### config.mk
export PLATFORM = sky130hd
export DESIGN_NAME = sprite_batch_builder
export DESIGN_NICKNAME = d
export VERILOG_FILES = /design/src/rtl/sbb_pkg.sv /design/src/rtl/sbb_front.sv /design/src/rtl/sbb_queue.sv /design/src/rtl/sbb_back.sv /design/src/rtl/sprite_batch_builder.sv
export VERILOG_INCLUDE_DIRS = /design/src /design/src/rtl
export SDC_FILE = /design/constraint.sdc
export NUM_CORES = 2
export LEC_CHECK = 0
export BUFFER_PORTS_ARGS = -buffer_cell sky130_fd_sc_hd__buf_2
export CAP_MARGIN = 20
export CORE_MARGIN = 2
export CORE_UTILIZATION = 50
export CTS_CLUSTER_SIZE = 40
export DETAILED_ROUTE_END_ITERATION = 10
export PLACE_DENSITY = 0.74
export SLEW_MARGIN = 15
export SYNTH_ARGS = -nofsm -noshare
export SYNTH_HDL_FRONTEND = slang
export SYNTH_SLANG_ARGS = --single-unit
### constraint.sdc
create_clock -name i_clk -period 19.1 [get_ports i_clk]
set_input_delay 3.82 -clock i_clk [delete_from_list [all_inputs] [get_ports i_clk]]
set_output_delay 3.82 -clock i_clk [all_outputs]
set_load 0.02 [all_outputs]
### src/rtl/assert_macros.svh
// Assertion macros for the RTL files that carry checks.
`ifndef ASSERT_MACROS_SVH
`define ASSERT_MACROS_SVH

`ifndef SYNTHESIS
// Check a property at every rising clock edge outside reset.
`define ASSERT_RST(lbl, clk, rst_n, prop) \
    lbl: assert property (@(posedge clk) disable iff (!rst_n) (prop)) \
        else $error("%m: check failed");
// Check a property at every rising clock edge, reset included.
`define ASSERT_ALWAYS(lbl, clk, prop) \
    lbl: assert property (@(posedge clk) (prop)) \
        else $error("%m: check failed");
`else
`define ASSERT_RST(lbl, clk, rst_n, prop)
`define ASSERT_ALWAYS(lbl, clk, prop)
`endif

`endif

### src/rtl/sbb_pkg.sv
`timescale 1ns / 1ps
// Shared constants and types of the sprite batch builder.
package sbb_pkg;

    localparam int TEXTURE_SLOTS   = 32;
    localparam int MAX_BATCH_QUADS = 16384;
    localparam int SLOT_W          = $clog2(TEXTURE_SLOTS);
    localparam int NEXT_W          = SLOT_W + 1;
    localparam int QUAD_W          = 15;
    localparam int TEX_W           = 16;
    localparam int WORD_W          = 32;
    localparam int CMD_W           = 2;
    localparam int Q_DEPTH         = 2;

    localparam logic [QUAD_W-1:0] QUAD_LIMIT_RST = QUAD_W'(10000);

    localparam logic [CMD_W-1:0] CMD_DRAW  = 2'd0;
    localparam logic [CMD_W-1:0] CMD_BEGIN = 2'd1;
    localparam logic [CMD_W-1:0] CMD_END   = 2'd2;

    typedef enum logic [1:0] {
        OP_DRAW,
        OP_BEGIN,
        OP_END
    } t_op;

    // One classified command with its quad corners already worked out.
    typedef struct packed {
        t_op               op;
        logic [WORD_W-1:0] x_lo;
        logic [WORD_W-1:0] x_hi;
        logic [WORD_W-1:0] y_lo;
        logic [WORD_W-1:0] y_hi;
        logic [WORD_W-1:0] z;
        logic [WORD_W-1:0] color;
        logic [TEX_W-1:0]  tex;
        logic [WORD_W-1:0] entity;
    } t_item;

    typedef struct packed {
        logic  push;
        t_item item;
    } t_q_push;

    typedef struct packed {
        logic  valid;
        t_item item;
    } t_q_head;

    // One result item as it sits in the output register.
    typedef struct packed {
        logic              kind;
        logic [WORD_W-1:0] x;
        logic [WORD_W-1:0] y;
        logic [WORD_W-1:0] z;
        logic              u;
        logic              v;
        logic [WORD_W-1:0] color;
        logic [SLOT_W-1:0] slot;
        logic [WORD_W-1:0] entity;
        logic [QUAD_W-1:0] quads;
        logic              last;
    } t_res;

endpackage

### src/rtl/sbb_front.sv
`timescale 1ns / 1ps
// Front end: accepts commands, classifies them and works out the quad corners.
module sbb_front (
    input  logic                              i_in_valid,
    input  logic [sbb_pkg::CMD_W-1:0]         i_cmd,
    input  logic signed [sbb_pkg::WORD_W-1:0] i_pos_x,
    input  logic signed [sbb_pkg::WORD_W-1:0] i_pos_y,
    input  logic signed [sbb_pkg::WORD_W-1:0] i_pos_z,
    input  logic signed [sbb_pkg::WORD_W-1:0] i_size_w,
    input  logic signed [sbb_pkg::WORD_W-1:0] i_size_h,
    input  logic [sbb_pkg::WORD_W-1:0]        i_color_rgba,
    input  logic [sbb_pkg::TEX_W-1:0]         i_texture_id,
    input  logic signed [sbb_pkg::WORD_W-1:0] i_entity_id,
    output logic                              o_in_stall,
    input  logic                              i_q_full,
    output sbb_pkg::t_q_push                  o_push
);
    import sbb_pkg::*;

    logic [WORD_W-1:0] half_w;
    logic [WORD_W-1:0] half_h;
    logic [WORD_W-1:0] pos_x;
    logic [WORD_W-1:0] pos_y;
    logic              keep;
    t_op               op;

    assign pos_x  = i_pos_x;
    assign pos_y  = i_pos_y;
    // arithmetic shift: keep the sign bit
    assign half_w = {i_size_w[WORD_W-1], i_size_w[WORD_W-1:1]};
    assign half_h = {i_size_h[WORD_W-1], i_size_h[WORD_W-1:1]};

    always_comb begin
        op   = OP_DRAW;
        keep = 1'b1;
        unique case (i_cmd)
            CMD_DRAW:  op = OP_DRAW;
            CMD_BEGIN: op = OP_BEGIN;
            CMD_END:   op = OP_END;
            default:   keep = 1'b0;   // unused code: accept and drop
        endcase
    end

    always_comb begin
        o_push.item.op     = op;
        o_push.item.x_lo   = pos_x - half_w;
        o_push.item.x_hi   = pos_x + half_w;
        o_push.item.y_lo   = pos_y - half_h;
        o_push.item.y_hi   = pos_y + half_h;
        o_push.item.z      = i_pos_z;
        o_push.item.color  = i_color_rgba;
        o_push.item.tex    = i_texture_id;
        o_push.item.entity = i_entity_id;
        o_push.push        = i_in_valid && !i_q_full && keep;
    end

    assign o_in_stall = i_q_full;

endmodule

### src/rtl/sbb_queue.sv
`timescale 1ns / 1ps
// Short command queue between the front end and the batch sequencer.
module sbb_queue (
    input  logic             i_clk,
    input  logic             i_rst_n,
    input  sbb_pkg::t_q_push i_push,
    output logic             o_full,
    output sbb_pkg::t_q_head o_head,
    input  logic             i_pop
);
    import sbb_pkg::*;

    localparam int PTR_W = (Q_DEPTH > 1) ? $clog2(Q_DEPTH) : 1;
    localparam int CNT_W = $clog2(Q_DEPTH + 1);
    localparam logic [PTR_W-1:0] PTR_LAST = PTR_W'(Q_DEPTH - 1);

    t_item            r_mem [Q_DEPTH];
    logic [PTR_W-1:0] r_wr_ptr;
    logic [PTR_W-1:0] r_rd_ptr;
    logic [CNT_W-1:0] r_count;
    logic [PTR_W-1:0] n_wr_ptr;
    logic [PTR_W-1:0] n_rd_ptr;
    logic [CNT_W-1:0] n_count;
    logic             do_pop;

    assign do_pop = i_pop && (r_count != '0);

    always_comb begin
        n_wr_ptr = r_wr_ptr;
        n_rd_ptr = r_rd_ptr;
        n_count  = r_count;
        if (i_push.push) begin
            n_wr_ptr = (r_wr_ptr == PTR_LAST) ? '0 : r_wr_ptr + 1'b1;
        end
        if (do_pop) begin
            n_rd_ptr = (r_rd_ptr == PTR_LAST) ? '0 : r_rd_ptr + 1'b1;
        end
        if (i_push.push && !do_pop) begin
            n_count = r_count + 1'b1;
        end else if (!i_push.push && do_pop) begin
            n_count = r_count - 1'b1;
        end
    end

    always_ff @(posedge i_clk) begin
        if (!i_rst_n) begin
            r_wr_ptr <= '0;
            r_rd_ptr <= '0;
            r_count  <= '0;
        end else begin
            r_wr_ptr <= n_wr_ptr;
            r_rd_ptr <= n_rd_ptr;
            r_count  <= n_count;
        end
        if (i_push.push) begin
            r_mem[r_wr_ptr] <= i_push.item;
        end
    end

    assign o_full       = (r_count == CNT_W'(Q_DEPTH));
    assign o_head.valid = (r_count != '0);
    assign o_head.item  = r_mem[r_rd_ptr];

endmodule

### src/rtl/sbb_back.sv
`timescale 1ns / 1ps
// Batch sequencer: slot binding, flush decisions, vertex output register.
module sbb_back (
    input  logic                      i_clk,
    input  logic                      i_rst_n,
    input  logic                      i_cfg_valid,
    input  logic [sbb_pkg::QUAD_W-1:0] i_cfg_data,
    input  sbb_pkg::t_q_head          i_head,
    output logic                      o_pop,
    input  logic                      i_out_stall,
    output logic                      o_out_valid,
    output sbb_pkg::t_res             o_res
);
    import sbb_pkg::*;

    localparam logic [QUAD_W-1:0] MAX_Q = QUAD_W'(MAX_BATCH_QUADS);

    typedef enum logic [1:0] {
        S_IDLE,
        S_CHECK,
        S_ALLOC,
        S_VERT
    } t_state;

    t_state            r_state,       n_state;
    logic [QUAD_W-1:0] r_quad_limit;
    logic [QUAD_W-1:0] r_quad_count,  n_quad_count;
    logic [NEXT_W-1:0] r_next_slot,   n_next_slot;
    t_item             r_item,        n_item;
    logic              r_hit,         n_hit;
    logic [SLOT_W-1:0] r_hit_idx,     n_hit_idx;
    logic [SLOT_W-1:0] r_slot,        n_slot;
    logic [1:0]        r_corner,      n_corner;
    logic              r_out_valid,   n_out_valid;
    t_res              r_out,         n_out;
    logic [TEX_W-1:0]  r_slot_tex [TEXTURE_SLOTS];

    logic                     can_load;
    logic [QUAD_W-1:0]        lim;
    logic                     force_flush;
    logic                     has_quads;
    logic                     slots_full;
    logic [TEXTURE_SLOTS-1:0] match_vec;
    logic [SLOT_W-1:0]        hit_idx;
    logic                     slot_we;
    logic [SLOT_W-1:0]        slot_waddr;

    function automatic t_res mk_marker(logic [QUAD_W-1:0] quads, logic last);
        t_res r;
        r       = '0;
        r.kind  = 1'b1;
        r.quads = quads;
        r.last  = last;
        return r;
    endfunction

    function automatic t_res mk_vertex(t_item it, logic [SLOT_W-1:0] slot, logic [1:0] k);
        t_res r;
        logic u;
        logic v;
        u        = k[0] ^ k[1];
        v        = k[1];
        r        = '0;
        r.x      = u ? it.x_hi : it.x_lo;
        r.y      = v ? it.y_hi : it.y_lo;
        r.z      = it.z;
        r.u      = u;
        r.v      = v;
        r.color  = it.color;
        r.slot   = slot;
        r.entity = it.entity;
        r.last   = (k == 2'd3);
        return r;
    endfunction

    assign can_load    = !r_out_valid || !i_out_stall;
    assign lim         = (r_quad_limit > MAX_Q) ? MAX_Q : r_quad_limit;
    assign force_flush = (r_quad_count >= lim);
    assign has_quads   = (r_quad_count != '0);
    assign slots_full  = (r_next_slot >= NEXT_W'(TEXTURE_SLOTS));

    // compare the texture against every bound slot of the batch at once
    always_comb begin
        for (int i = 0; i < TEXTURE_SLOTS; i++) begin
            match_vec[i] = (i != 0) && (NEXT_W'(i) < r_next_slot)
                           && (r_slot_tex[i] == r_item.tex);
        end
        hit_idx = '0;
        for (int i = TEXTURE_SLOTS - 1; i >= 1; i--) begin
            if (match_vec[i]) begin
                hit_idx = SLOT_W'(i);
            end
        end
    end

    always_comb begin
        n_state      = r_state;
        n_quad_count = r_quad_count;
        n_next_slot  = r_next_slot;
        n_item       = r_item;
        n_hit        = r_hit;
        n_hit_idx    = r_hit_idx;
        n_slot       = r_slot;
        n_corner     = r_corner;
        n_out_valid  = r_out_valid && i_out_stall;
        n_out        = r_out;
        o_pop        = 1'b0;
        slot_we      = 1'b0;
        slot_waddr   = r_next_slot[SLOT_W-1:0];

        unique case (r_state)
            S_IDLE: begin
                if (i_head.valid) begin
                    unique case (i_head.item.op)
                        OP_BEGIN: begin
                            o_pop        = 1'b1;
                            n_quad_count = '0;
                            n_next_slot  = NEXT_W'(1);
                        end
                        OP_END: begin
                            if (!has_quads) begin
                                o_pop = 1'b1;
                            end else if (can_load) begin
                                o_pop       = 1'b1;
                                n_out_valid = 1'b1;
                                n_out       = mk_marker(r_quad_count, 1'b1);
                            end
                        end
                        OP_DRAW: begin
                            o_pop   = 1'b1;
                            n_item  = i_head.item;
                            n_state = S_CHECK;
                        end
                        default: o_pop = 1'b1;
                    endcase
                end
            end
            S_CHECK: begin
                // hold while a forced marker has no room
                if (!(force_flush && has_quads && !can_load)) begin
                    if (force_flush) begin
                        if (has_quads) begin
                            n_out_valid = 1'b1;
                            n_out       = mk_marker(r_quad_count, 1'b0);
                        end
                        n_quad_count = '0;
                        n_next_slot  = NEXT_W'(1);
                    end
                    n_hit     = !force_flush && (match_vec != '0);
                    n_hit_idx = hit_idx;
                    n_state   = S_ALLOC;
                end
            end
            S_ALLOC: begin
                if (!(r_item.tex != '0 && !r_hit && slots_full && has_quads && !can_load)) begin
                    n_quad_count = r_quad_count + 1'b1;
                    n_corner     = '0;
                    n_state      = S_VERT;
                    if (r_item.tex == '0) begin
                        n_slot = '0;
                    end else if (r_hit) begin
                        n_slot = r_hit_idx;
                    end else if (slots_full) begin
                        // out of slots: flush and bind to the first free one
                        if (has_quads) begin
                            n_out_valid = 1'b1;
                            n_out       = mk_marker(r_quad_count, 1'b0);
                        end
                        n_quad_count = QUAD_W'(1);
                        slot_we      = 1'b1;
                        slot_waddr   = SLOT_W'(1);
                        n_slot       = SLOT_W'(1);
                        n_next_slot  = NEXT_W'(2);
                    end else begin
                        slot_we     = 1'b1;
                        n_slot      = r_next_slot[SLOT_W-1:0];
                        n_next_slot = r_next_slot + 1'b1;
                    end
                end
            end
            S_VERT: begin
                if (can_load) begin
                    n_out_valid = 1'b1;
                    n_out       = mk_vertex(r_item, r_slot, r_corner);
                    n_corner    = r_corner + 1'b1;
                    if (r_corner == 2'd3) begin
                        n_state = S_IDLE;
                    end
                end
            end
            default: n_state = S_IDLE;
        endcase
    end

    always_ff @(posedge i_clk) begin
        if (!i_rst_n) begin
            r_state      <= S_IDLE;
            r_quad_limit <= QUAD_LIMIT_RST;
            r_quad_count <= '0;
            r_next_slot  <= NEXT_W'(1);
            r_out_valid  <= 1'b0;
        end else begin
            r_state      <= n_state;
            r_quad_count <= n_quad_count;
            r_next_slot  <= n_next_slot;
            r_out_valid  <= n_out_valid;
            if (i_cfg_valid) begin
                r_quad_limit <= i_cfg_data;
            end
        end
        r_item    <= n_item;
        r_hit     <= n_hit;
        r_hit_idx <= n_hit_idx;
        r_slot    <= n_slot;
        r_corner  <= n_corner;
        r_out     <= n_out;
    end

    always_ff @(posedge i_clk) begin
        if (slot_we) begin
            r_slot_tex[slot_waddr] <= r_item.tex;
        end
    end

    assign o_out_valid = r_out_valid;
    assign o_res       = r_out;

endmodule

### src/rtl/sprite_batch_builder.sv
`timescale 1ns / 1ps
// Top level of the sprite batch builder.
//
//  channel  direction  handshake              payload
//  in       sink       i_in_valid/o_in_stall  i_cmd, position, size, color, texture, entity
//  out      source     o_out_valid/i_out_stall vertex or flush marker fields
//  cfg      sink       i_cfg_valid/o_cfg_ready i_cfg_data (quad limit)
//
// A draw passes through the sequencer in order: dispatch, slot tag compare, slot bind,
// then one vertex a cycle from the output register while the output is not stalled;
// a flush marker shares the compare or bind cycle. Begin and end scene are handled at dispatch.
// A two-entry queue lets the front end accept while the sequencer works.
// Reset is synchronous; the slot table has no reset and needs no clearing pass.
// A stalled output holds its item; the sequencer waits on it.
`include "assert_macros.svh"
module sprite_batch_builder (
    input  logic                              i_clk,
    input  logic                              i_rst_n,
    input  logic                              i_in_valid,
    output logic                              o_in_stall,
    input  logic [sbb_pkg::CMD_W-1:0]         i_cmd,
    input  logic signed [sbb_pkg::WORD_W-1:0] i_pos_x,
    input  logic signed [sbb_pkg::WORD_W-1:0] i_pos_y,
    input  logic signed [sbb_pkg::WORD_W-1:0] i_pos_z,
    input  logic signed [sbb_pkg::WORD_W-1:0] i_size_w,
    input  logic signed [sbb_pkg::WORD_W-1:0] i_size_h,
    input  logic [sbb_pkg::WORD_W-1:0]        i_color_rgba,
    input  logic [sbb_pkg::TEX_W-1:0]         i_texture_id,
    input  logic signed [sbb_pkg::WORD_W-1:0] i_entity_id,
    output logic                              o_out_valid,
    input  logic                              i_out_stall,
    output logic                              o_kind,
    output logic signed [sbb_pkg::WORD_W-1:0] o_vert_x,
    output logic signed [sbb_pkg::WORD_W-1:0] o_vert_y,
    output logic signed [sbb_pkg::WORD_W-1:0] o_vert_z,
    output logic                              o_tex_u,
    output logic                              o_tex_v,
    output logic [sbb_pkg::WORD_W-1:0]        o_vert_color,
    output logic [sbb_pkg::SLOT_W-1:0]        o_tex_slot,
    output logic signed [sbb_pkg::WORD_W-1:0] o_vert_entity,
    output logic [sbb_pkg::QUAD_W-1:0]        o_batch_quads,
    output logic                              o_last,
    input  logic                              i_cfg_valid,
    output logic                              o_cfg_ready,
    input  logic [sbb_pkg::QUAD_W-1:0]        i_cfg_data
);
    import sbb_pkg::*;

    t_q_push q_push;
    t_q_head q_head;
    logic    q_full;
    logic    q_pop;
    t_res    res;

    sbb_front u_front (
        .i_in_valid   (i_in_valid),
        .i_cmd        (i_cmd),
        .i_pos_x      (i_pos_x),
        .i_pos_y      (i_pos_y),
        .i_pos_z      (i_pos_z),
        .i_size_w     (i_size_w),
        .i_size_h     (i_size_h),
        .i_color_rgba (i_color_rgba),
        .i_texture_id (i_texture_id),
        .i_entity_id  (i_entity_id),
        .o_in_stall   (o_in_stall),
        .i_q_full     (q_full),
        .o_push       (q_push)
    );

    sbb_queue u_queue (
        .i_clk   (i_clk),
        .i_rst_n (i_rst_n),
        .i_push  (q_push),
        .o_full  (q_full),
        .o_head  (q_head),
        .i_pop   (q_pop)
    );

    sbb_back u_back (
        .i_clk       (i_clk),
        .i_rst_n     (i_rst_n),
        .i_cfg_valid (i_cfg_valid),
        .i_cfg_data  (i_cfg_data),
        .i_head      (q_head),
        .o_pop       (q_pop),
        .i_out_stall (i_out_stall),
        .o_out_valid (o_out_valid),
        .o_res       (res)
    );

    assign o_cfg_ready   = 1'b1;
    assign o_kind        = res.kind;
    assign o_vert_x      = $signed(res.x);
    assign o_vert_y      = $signed(res.y);
    assign o_vert_z      = $signed(res.z);
    assign o_tex_u       = res.u;
    assign o_tex_v       = res.v;
    assign o_vert_color  = res.color;
    assign o_tex_slot    = res.slot;
    assign o_vert_entity = $signed(res.entity);
    assign o_batch_quads = res.quads;
    assign o_last        = res.last;

    // a marker is only sent for a non-empty batch
    `ASSERT_RST(a_marker_nonempty, i_clk, i_rst_n, o_out_valid && o_kind |-> o_batch_quads != '0)
    // the closing vertex of a quad is the low-x, high-y corner
    `ASSERT_RST(a_last_corner, i_clk, i_rst_n, o_out_valid && !o_kind && o_last |-> !o_tex_u && o_tex_v)
    // reset empties the output register
    `ASSERT_ALWAYS(a_reset_out, i_clk, !i_rst_n |=> !o_out_valid)

endmodule

==> results.md <==
- Status: complete, no violations
- Setup bufs post-CTS: 0
- Crit-path max cell delay: 0.87 ns
- Drt first pass iters: 6
- Root Driver: clkbuf_16
- Worst slack, placed: 11.57 ns
- Routability cong.: 0.884
- Post_cts resized: 0
- Clock-pin slew on the worst setup and hold paths: 0.07 ns
- Slowest cell on the critical path: a2111oi_0
- WL per Instance: 21.5 microns
- Initial antenna violation count: 26
- Io pins: 449
- WL final: 138000 microns
- Crit path capture type: flip-flop
- Setup TNS: 0 ns
- Clock buffer depth: 3
- Critical path class: primary input to flip-flop
- Final hold viol count: 0
- Crit path max fanout: 9
- CP startpoint kind: primary input
- Via count: 35.1k
- Pin count of the biggest net entering global routing: 154
- Die Span X: 358 microns
- Worst path cell trace: buf_2 -> inv_1 -> ha_1 -> nand2_1 -> a311o_1 -> a221o_1 -> a2111oi_0 -> nor4_1 -> nor3b_2 -> o21bai_1 -> a311oi_1 -> xnor2_1
- Fmax: 147 MHz
- Reg2reg setup slack: 14.34 ns
- Worst path bufs/invs: 2
- Final count of pins violating max slew: 0
- Final antenna-violating net count: 0
- Setup violators final: 0
- FFs w/ async S/R, synth: 0
- H-tree depth: 4
- Gate Count Post-Synth: 4168
- TritonCTS Sinks: 1455
- Worst EP required: 19.59 ns
- Rel. slew slack: 0.259
- Crit share post-route: 0.357
- Share of cells above drive strength 1: 0.211
- Area occupied by multi-input gates: 0.0181 sq mm
- Post-synthesis register bit count: 1455
- Family with the most delay on the worst path: compound AO/OA/AOI/OAI gates
- Post-DP Area: 0.0669 sq mm
- Leak: 0.0254 uW
- Fillers: 9542
- Maximum vdd drop: 0.147 mV
- Synth top area share: 0.677
- Core Area: 0.124 sq mm
- Nets: 5070
- PD cells: 123 mW/mm^2
- Yosys warning total: 0
- Clk_skew: 0.0326 ns
- Dpl hpwl: 87100 microns
- Skew-Pair Late Insertion Delay: 0.77 ns
- DR DRC count: 0
- Vias in the first global route: 35.1k
- Synth unique cells: 86
- Vias per cell: 5.48
- Arrival @ worst endpoint: 7.30 ns
- Dominant cells by area after synthesis: edfxtp_1 68%, xnor2_1 4.5%, mux2_2 4.3%
- Top_reg_cell synth: edfxtp_1
- Design area: 0.0717 sq mm
- Area leader, netlist: edfxtp_1
- Die area: 0.128 sq mm
- Sequential area share after synthesis: 0.691
- GRT overflow: 0
- CTS tree: yes
- Worst hold path class: flip-flop to flip-flop
- Syn avg cell area: 15.0 sq um
- Final WS setup: 12.29 ns
- FF+latch area: 0.0433 sq mm
- Cell Area, Synth: 0.0626 sq mm
- DIE HEIGHT: 358 microns
- Initial DRC Count: 3142
- Port Buffers: 445
- Worst-margin pin slew: 1.10 ns
- Synthesized netlist net count: 4585
- Hold_buf cts: 0
- Max_cap viols: 0
- # rows: 129
- GRT Util Overall: 0.212
- First-pass GRT wire length: 206000 microns
- RSZ-0062 raised after global routing: false
- Initial Utilization: 0.505
- Layout area overhead: 14.4%
- Tmin final: 6.81 ns
- Post-synth EDFFs: 1411
- TritonCTS buffer count: 148
## stage by stage
| step | power, uW | cells | hold slack, ns | utilization |
|---|---|---|---|---|
| 2_1_floorplan | 5570 | 4168 | 0.465 | - |
| 3_3_place_gp | 6010 | 6126 | 0.491 | 0.538 |
| 3_5_place_dp | 6060 | 6140 | 0.493 | 0.539 |
| 4_1_cts | 8890 | 6403 | 0.514 | 0.578 |
| 5_1_grt | 9160 | 6412 | 0.533 | 0.578 |
| 6_report | 8820 | 6416 | 0.520 | 0.578 |
## layer usage
| layer | GRT usage | routed length, microns | part of all wire | vias up |
|---|---|---|---|---|
| met4 | 0.0713 | 4120 | 0.030 | 28 |
| met1 | 0.274 | 55800 | 0.40 | 17400 |
| met3 | 0.0491 | 10100 | 0.073 | 279 |
| met5 | 0 | 196 | 0.0014 | - |
| met2 | 0.354 | 67800 | 0.49 | 1136 |
| li1 | - | - | - | 16300 |
## worst paths after layout
path	from	end	cells past startpoint
worst max-delay path	i_size_h[16]	u_queue.r_mem[0][141]$_DFFE_PP_	12
worst min-delay path	u_back.r_item[107]$_DFFE_PP_	u_back.o_res[114]$_DFFE_PP_	1
worst max register to register	u_back.r_quad_limit[9]$_SDFFE_PN1P_	u_back.o_res[128]$_DFFE_PP_	13
worst min register to register	u_back.r_item[107]$_DFFE_PP_	u_back.o_res[114]$_DFFE_PP_	1
## registers in the layout, indices dropped and copies added, names as in the netlist, named ones only
name	count
u_queue.r_count	2
u_back.r_item	238
u_back.r_hit_idx	5
u_queue.r_rd_ptr	1
u_back.r_next_slot	6
u_queue.r_mem	480
u_back.r_quad_limit	15
u_back.r_quad_count	15
u_queue.r_wr_ptr	1
u_back.o_out_valid	1
u_back.r_slot_tex	496
u_back.r_slot	5
u_back.o_res	184
u_back.r_hit	1
u_back.r_corner	2
u_back.r_state	2
## layout make-up
cell class,count,share of cell area
Timing Repair Buffer,522,0.0404
Clock inverter,86,0.0125
Sequential cell,1455,0.604
Antenna cell,13,0.000454
Inverter,152,0.00796
Tap cell,1637,0.0286
Clock buffer,177,0.0538
Multi-Input combinational cell,2374,0.253
## power by group
group	internal, uW	switching, uW	total (uW)
clock	1630	1210	2830
combinational	597	1180	1770
sequential	4090	116	4210
## cell families (layout without fill, tap and decap cells)
group / after synthesis / after routing / share of synthesized area
compound gates: 410 / 410 / 0.0426
xor+xnor: 611 / 611 / 0.0855
fa+ha+maj: 155 / 155 / 0.0315
buf+inv: 339 / 937 / 0.0213
flops: 1455 / 1455 / 0.691
mux: 320 / 320 / 0.0559
other cells: 1 / 14 / 0.0000599
simple gates: 877 / 877 / 0.0723
## cells in the final DEF (no fill, tap or decap), drive strengths merged, types with 131 or more instances in the layout
master and n:
a21oi 131, buf 522, clkbuf 177, edfxtp 1411, ha 151, inv 163, mux2 238, nor2 285
xnor2 325, xor2 286
## synth_stat cells, types with 6 or more instances
cell type,number
nor2_1,284
mux2i_1,82
nor3_1,39
nand2b_1,31
nand2_1,102
or3_1,16
inv_1,152
buf_1,17
xor2_1,286
a21boi_0,9
a221oi_1,6
o22ai_1,6
nand4_1,67
nand3_1,31
o21bai_1,17
and2_1,119
o31ai_1,16
o221ai_1,7
a21o_1,31
a31oi_1,10
ha_1,151
nor2b_1,48
o21a_1,18
nor3b_1,8
buf_2,47
o2111ai_1,9
o211ai_1,13
mux2_2,238
dfxtp_1,44
xnor2_1,325
nor4_1,87
clkbuf_1,122
a21oi_1,130
edfxtp_1,1411
and3_1,10
o21ai_0,75
or2_2,6
a211oi_1,14
Power figures use the tool's default switching activity.
